--- config.mk ---
export PLATFORM = sky130hd
export DESIGN_NAME = sjt_cell
export DESIGN_NICKNAME = d
export VERILOG_FILES = /design/src/rtl/sjt_pkg.sv /design/src/rtl/sjt_cell.sv
export SDC_FILE = /design/constraint.sdc
export NUM_CORES = 1
export LEC_CHECK = 0
export BUFFER_PORTS_ARGS = -buffer_cell sky130_fd_sc_hd__buf_2
export CORE_MARGIN = 4
export CORE_UTILIZATION = 30
export CTS_CLUSTER_DIAMETER = 100
export DETAILED_ROUTE_END_ITERATION = 10
export PLACE_DENSITY_LB_ADDON = 0.05
export SYNTH_ARGS = -nofsm -noshare
export SYNTH_HDL_FRONTEND = slang
export SYNTH_SLANG_ARGS = --single-unit
export TNS_END_PERCENT = 100
--- constraint.sdc ---
create_clock -name clk -period 6.3 [get_ports clk]
set_input_delay 1.26 -clock clk [delete_from_list [all_inputs] [get_ports clk]]
set_output_delay 1.26 -clock clk [all_outputs]
set_load 0.02 [all_outputs]
--- src/rtl/sjt_pkg.sv ---
// Shared types, constants and helpers of the sinusoidal joint trajectory block.
// No dependencies.
package sjt_pkg;

  localparam int unsigned CORDIC_STEPS = 24;
  localparam logic [30:0] PI_Q29 = 31'd1686629713;
  localparam logic signed [33:0] CORDIC_GAIN_Q30 = 34'sd652032874;

  typedef struct packed {
    logic signed [33:0] x;
    logic signed [33:0] y;
    logic signed [33:0] z;
  } cordic_t;

  // Per-request data riding along the rotation cells.
  typedef struct packed {
    logic [3:0]         joint;
    logic [1:0]         quad;
    logic signed [15:0] off;
    logic [14:0]        amp;
    logic [41:0]        aw32;
    logic [56:0]        p;
  } side_t;

  function automatic logic [29:0] atan_q30(input int unsigned i);
    logic [29:0] a;
    unique case (i)
      0:  a = 30'd843314857;
      1:  a = 30'd497837829;
      2:  a = 30'd263043837;
      3:  a = 30'd133525159;
      4:  a = 30'd67021687;
      5:  a = 30'd33543516;
      6:  a = 30'd16775851;
      7:  a = 30'd8388437;
      8:  a = 30'd4194283;
      9:  a = 30'd2097149;
      10: a = 30'd1048576;
      11: a = 30'd524288;
      12: a = 30'd262144;
      13: a = 30'd131072;
      14: a = 30'd65536;
      15: a = 30'd32768;
      16: a = 30'd16384;
      17: a = 30'd8192;
      18: a = 30'd4096;
      19: a = 30'd2048;
      20: a = 30'd1024;
      21: a = 30'd512;
      22: a = 30'd256;
      default: a = 30'd128;
    endcase
    return a;
  endfunction

  function automatic logic signed [15:0] sat16(input logic signed [63:0] v);
    logic signed [15:0] r;
    if (v > 64'sd32767) r = 16'sh7FFF;
    else if (v < -64'sd32768) r = 16'sh8000;
    else r = v[15:0];
    return r;
  endfunction

  function automatic logic signed [31:0] sat32(input logic signed [63:0] v);
    logic signed [31:0] r;
    if (v > 64'sd2147483647) r = 32'sh7FFFFFFF;
    else if (v < -64'sd2147483648) r = 32'sh80000000;
    else r = v[31:0];
    return r;
  endfunction

endpackage

--- src/rtl/sjt_cell.sv ---
// One CORDIC rotation step with its pipeline register.
// Depends on sjt_pkg.
module sjt_cell #(
  parameter int unsigned STEP = 0
) (
  input  logic             clk,
  input  logic             rst_n,
  input  logic             en,
  input  logic             vin,
  input  sjt_pkg::cordic_t c_i,
  input  sjt_pkg::side_t   s_i,
  output logic             vout,
  output sjt_pkg::cordic_t c_o,
  output sjt_pkg::side_t   s_o
);

  logic             v_r;
  sjt_pkg::cordic_t c_r, c_nxt;
  sjt_pkg::side_t   s_r;
  logic signed [33:0] dx, dy, at;

  always_comb begin
    dx = $signed(c_i.y) >>> STEP;
    dy = $signed(c_i.x) >>> STEP;
    at = $signed({4'b0000, sjt_pkg::atan_q30(STEP)});
    if (!c_i.z[33]) begin
      c_nxt.x = c_i.x - dx;
      c_nxt.y = c_i.y + dy;
      c_nxt.z = c_i.z - at;
    end else begin
      c_nxt.x = c_i.x + dx;
      c_nxt.y = c_i.y - dy;
      c_nxt.z = c_i.z + at;
    end
  end

  always_ff @(posedge clk) begin
    if (!rst_n) begin
      v_r <= 1'b0;
    end else if (en) begin
      v_r <= vin;
    end
  end

  always_ff @(posedge clk) begin
    if (en) begin
      c_r <= c_nxt;
      s_r <= s_i;
    end
  end

  assign vout = v_r;
  assign c_o  = c_r;
  assign s_o  = s_r;

endmodule

==> results of run 1 <==
-- registers in the layout (all words and copies together), names as in the netlist --
| register | cells |
|---|---|
| s_o | 136 |
| vout | 1 |
| c_o | 101 |
-- worst max-delay path: cells and delay by family --
family	cells	cell delay, ps
AO/OA/AOI/OAI	7	2420
XOR/XNOR	1	180
adder cells (fa/ha/maj)	1	470
buffers and inverters	2	140
-- kinds of logic (layout without fill, tap and decap cells) --
logic type | after synthesis | after routing | share of synthesized area
other | 0 | 5 | 0
muxes | 16 | 16 | 0.0111
xor gates and xnor gates | 90 | 90 | 0.0545
AOI/OAI and AO/OA | 403 | 403 | 0.181
adders and majority gates | 135 | 135 | 0.119
DFF | 238 | 238 | 0.494
and+or+nand+nor | 294 | 294 | 0.0979
buffers and inverters | 162 | 657 | 0.0433
-- power breakdown --
| group | internal [mW] | switching (mW) |
|---|---|---|
| logic | 0.475 | 0.922 |
| registers | 1.98 | 0.0461 |
| clock network | 1.00 | 0.696 |
-- worst min path at each step --
stage          slack, ps    to
2_1_floorplan        590  vout
3_3_place_gp         500  vout
3_5_place_dp         540  vout
4_1_cts              550  vout
5_1_grt              560  vout
6_report             530  vout
-- per-layer routing --
metal,global-route usage,vias up,wire length [microns]
met5,0,-,87
met4,0.0554,14,1570
met3,0.0469,88,4040
met2,0.343,471,26800
met1,0.247,5875,22600
li1,-,5892,-
-- through the flow --
| stage | setup WS [ps] | util |
|---|---|---|
| CTS | 2240 | 0.388 |
| global placement | 1620 | 0.367 |
| global route | 1880 | 0.388 |
| detailed placement | 1630 | 0.367 |
| finish | 2110 | 0.388 |
| floorplan | 1340 | - |
-- area by class of cell --
| type | count | area, sq um | share of cell area |
|---|---|---|---|
| Sequential cell | 238 | 7140 | 0.386 |
| Multi-Input combinational cell | 938 | 6700 | 0.362 |
| Timing Repair Buffer | 486 | 2460 | 0.133 |
| Clock buffer | 38 | 781 | 0.0422 |
| Tap cell | 615 | 769 | 0.0416 |
| Inverter | 116 | 435 | 0.0236 |
| Clock inverter | 17 | 186 | 0.0101 |
| Antenna cell | 5 | 12.5 | 0.000677 |
-- layout by cell type, fill, tap and decap left out, types with 9 or more instances in the layout --
master     instances
nor2b_1           14
a21oi_1          138
mux2i_1           16
o31ai_1           11
a2111oi_0          9
nor4_1             9
a211oi_1          10
inv_1            110
buf_2            478
nand4_1            9
clkbuf_16         30
nor3_1            25
nand2_1           67
nand3_1           21
o21ai_0           78
ha_1             131
nor2_1            95
o21a_1            13
o211ai_1          10
nand2b_1          11
o21bai_1          21
a21o_1            32
xor2_1            15
or3_1              9
edfxtp_1         237
xnor2_1           75
==> flow_summary.toml, run 1 <==
[run_status]
status = "finished clean"

[die]
die_w_microns = 228
die_h_microns = 228
core_area_sq_um = 47600
pin_count = 481
row_count = 80
die-area_sq_um = 51800
start_util = 0.304

[clock_tree]
cts_made_buffers = 30
clock_sinks = 238
cts-resized-gates = 0
clock_path_buffers = 3
post_cts_buffers = 0
htreeDepth = 1
tritoncts = "yes"
clk_pin_slew_ps = 60
worstSkewPairLatency_ps = 560
hold_buffers = 0
root_buffer = "clkbuf_16"

[critical_path]
setup.worst_path.start_class = "input port"
end_kind = "flip-flop"
crit_start = "c_i[40]"
r2r_slack_ps = 5700
path_cells = "buf_2, inv_1, ha_1, a2111oi_0, a21oi_1, a311o_1, a21bo_2, o31ai_1, o2111ai_1, a21boi_0, xor2_1"
r2r_end = "vout"
critPathSlowestCell = "a2111oi_0"
ff2ff_path_depth = 2
crit_end = "c_o[65]"
critical_path_class = "in -> reg"
timing.rr.start = "vout"
cp_max_fo = 13
max_stage_delay_ps = 620
critical_path_arrival_ps = 4490
crit_required_ps = 6600

[drt]
drtPass1Iterations = 5
drcViolationCount = 0
vias_per_cell = 5.03
drt-total-wl_microns = 55100
postRouteAntennaNets = 0
first_iter_violations = 750
vias = 12300
wl_per_cell_microns = 22.5

[placed_design]
placed_cells = 2393
place_hpwl_microns = 44500
io_buffer_count = 480
dpl_cell_area_sq_um = 17500
gp_congestion = 0.885

[final_layout]
drive_gt1_frac = 0.298
fin_area_sq_um = 18500
fin_cells = 2453
syn2layout_area_growth_pct = 27.8
fillers = 4839
fin_nets = 2187

[job]
cap_violations = 0

[yosys]
async_reset_ff_frac = 0
synth_fp_nets = 1715
synth_top_area_frac = 0.492
seq_area_frac_synth = 0.494
ys_seq_elements = 238
synth.avg_cell_area_sq_um = 10.8
yosysMostFrequentCell = "edfxtp_1"
synth_top_area_cell = "edfxtp_1"
synth-edff-count = 237
synth_commonest_cells = "edfxtp_1, a21oi_1, ha_1, inv_1, nor2_1"
synth_cell_types = 77
yosysWarnings = 0
synth_ff_type = "edfxtp_1"
synthTopCellsByArea = "edfxtp_1, ha_1, a21oi_1"
synthCells = 1338
syn_area_sq_um = 14500

[global_route]
antenna_found_initial = 12
grt_remaining_overflow = 0
grt_start_max_net_pins = 87
grt_pass1_wl_microns = 77700
grt_usage = 0.198
grt_pass1_vias = 11900

[sta]
tns_ps = 0
drv_slew = 0
worstMarginPinSlew_ps = 944
finalHoldViolCount = 0
finClkSkew_ps = 0
hold_slack_ps = 529
min_period_over_period = 0.665
fin_crit_ps = 4190
relSlewSlack = 0.371
rsz0062_at_grt = "no"
setup_viol_count_final = 0
fmax_mhz = 239

[power]
peakVddDrop_uv = 206
leakagePower_nw = 8.14
p_per_area_nw_per_um2 = 277
p_total_mw = 5.12

[worst_hold_path]
hold_depth = 2
hp-start = "vout"
worstHoldPathType = "reg -> reg"
Note: power is estimated with default switching activity, not from simulation.
==> inputs of run 2 (changes only) <==
Settings changed: ABC_AREA set to 1.
Clock period 6.3 ns to 4.3 ns, I/O delays scaled along.
==> flow_summary.toml, run 2 <==
[yosys]
synth_commonest_cells = "nand2_1, inv_1, edfxtp_1, nand3_1, nor2_1"
yosys.area_share.adder = 0.104
synth_cell_types = 45
yosysWarnings = 0
synthCells = 2045
synth_ff_type = "edfxtp_1"
synth_xor_area_frac = 0.0259
async_reset_ff_frac = 0
synth_top_family_by_area = "simple AND/OR/NAND/NOR gates"
synth_top_area_frac = 0.429
synth.avg_cell_area_sq_um = 8.11
seq_area_frac_synth = 0.430
yosysMostFrequentCell = "nand2_1"
ys_seq_elements = 238
synth_top_area_cell = "edfxtp_1"
syn_area_sq_um = 16600
synth-edff-count = 237
synth_fp_nets = 2422
synth-simple-area-share = 0.249
synthTopCellsByArea = "edfxtp_1, nand2_1, ha_1"
synth_compound_area_frac = 0.106
yosys-mux-area-fraction = 0.000604

[worst_hold_path]
worstHoldPathType = "in -> reg"
hp-start = "s_i[119]"
hold_depth = 1

[sta]
tns_ps = 0
finalHoldViolCount = 0
rsz0062_at_grt = "no"
worstMarginPinSlew_ps = 915
fmax_mhz = 365
fin_ws_ps = 1560
setup_viol_count_final = 0
hold_slack_ps = 424
min_period_over_period = 0.636
finClkSkew_ps = 0
drv_slew = 0
relSlewSlack = 0.390
fin_crit_ps = 2740

[clock_tree]
htreeDepth = 1
clock_sinks = 238
root_buffer = "clkbuf_16"
post_cts_buffers = 0
clock_path_buffers = 3
cts_made_buffers = 30
tritoncts = "yes"
worstSkewPairLatency_ps = 590
clk_pin_slew_ps = 60
hold_buffers = 0
cts-resized-gates = 0

[final_layout]
final_cell_mix = "nand2_1, buf_2, inv_1"
fin_cells = 3235
utilization = 0.379
fin_area_sq_um = 20600
multiInputGateArea_sq_um = 8050
layout_commonest_cell = "nand2_1"
fillers = 5787
largest_register_ffs = 136
drive_gt1_frac = 0.233
seq_area_sq_um = 7140
syn2layout_area_growth_pct = 23.9
fin_nets = 2893

[run_status]
status = "finished clean"

[placed_design]
dpl_cell_area_sq_um = 19600
place_ws_ps = 925
place_hpwl_microns = 54100
placed_cells = 3180
gp_congestion = 0.901
io_buffer_count = 480

[drt]
drt-total-wl_microns = 65300
postRouteAntennaNets = 0
first_iter_violations = 1014
wl_per_cell_microns = 20.2
drtPass1Iterations = 5
vias_per_cell = 4.86
drcViolationCount = 0
vias = 15700

[global_route]
grt_pass1_wl_microns = 96500
grt_start_max_net_pins = 100
grt_remaining_overflow = 0
grt_usage = 0.211
grt_pass1_vias = 15700
antenna_found_initial = 2

[critical_path]
cp_max_fo = 18
ff2ff_path_depth = 2
crit_start = "c_i[33]"
critical_path_class = "in -> reg"
crit_required_ps = 4650
end_kind = "flip-flop"
r2r_slack_ps = 3660
setup.worst_path.start_class = "input port"
timing.rr.start = "vout"
critical_path_arrival_ps = 3080

[die]
die_h_microns = 243
die_w_microns = 243
row_count = 85
core_area_sq_um = 54200
pin_count = 481
die-area_sq_um = 59100
start_util = 0.306

[job]
cap_violations = 0

[power]
p_total_mw = 7.66
peakVddDrop_uv = 306
leakagePower_nw = 9.91
p_per_area_nw_per_um2 = 373
[run 2: changes by cell type after synthesis, moves of 14 or more]
cell | previous run | this run
nand2_1 | 67 | 547
inv_1 | 111 | 277
nand3_1 | 21 | 178
xnor2_1 | 75 | 7
nor2_1 | 95 | 155
clkbuf_1 | 32 | 3
xor2_1 | 15 | 42
a21o_1 | 32 | 10
o21ai_0 | 78 | 99
buf_4 | 2 | 21
mux2i_1 | 16 | 1
a21oi_1 | 138 | 152
nor2b_1 | 14 | 0
[run 2: area by class of cell]
| type | instances | share of cell area |
|---|---|---|
| Clock inverter | 16 | 0.00846 |
| Clock buffer | 37 | 0.0378 |
| Inverter | 286 | 0.0522 |
| Antenna cell | 2 | 0.000244 |
| Tap cell | 696 | 0.0424 |
| Timing Repair Buffer | 484 | 0.120 |
| Multi-Input combinational cell | 1476 | 0.392 |
| Sequential cell | 238 | 0.347 |
[run 2: cell families after synthesis]
| kind of cell | after synthesis |
|---|---|
| adders and majority gates | 135 |
| xor gates and xnor gates | 49 |
| muxes | 1 |
| buffers and inverters | 331 |
| DFF | 238 |
| AOI/OAI and AO/OA | 322 |
| and+or+nand+nor | 969 |
[run 2: worst paths after layout]
path	endpoint
worst min register to register	vout
worst max-delay path	c_o[28]
worst min-delay path	s_o[119]
worst max register to register	vout
[run 2: worst max-delay path, cell delays in order]
cell and delay, ps:
buf_2 350, inv_2 260, ha_1 420, nand2_1 70, o21ai_1 230, a21oi_1 190
o21bai_1 360, nand3_1 170, nand3_1 110, nand2_1 50
[run 2: metal layers]
| layer | wire, microns | vias up | global-route usage |
|---|---|---|---|
| li1 | - | 7729 | - |
| met1 | 28400 | 7472 | 0.274 |
| met2 | 32100 | 467 | 0.376 |
| met3 | 3370 | 67 | 0.0290 |
| met4 | 1440 | 0 | 0.0431 |
| met5 | 0 | - | 0 |
[run 2: power by group]
group	internal, mW	switching, mW
logic	0.675	1.57
registers	2.87	0.0678
clock network	1.41	1.07
total	4.95	2.71
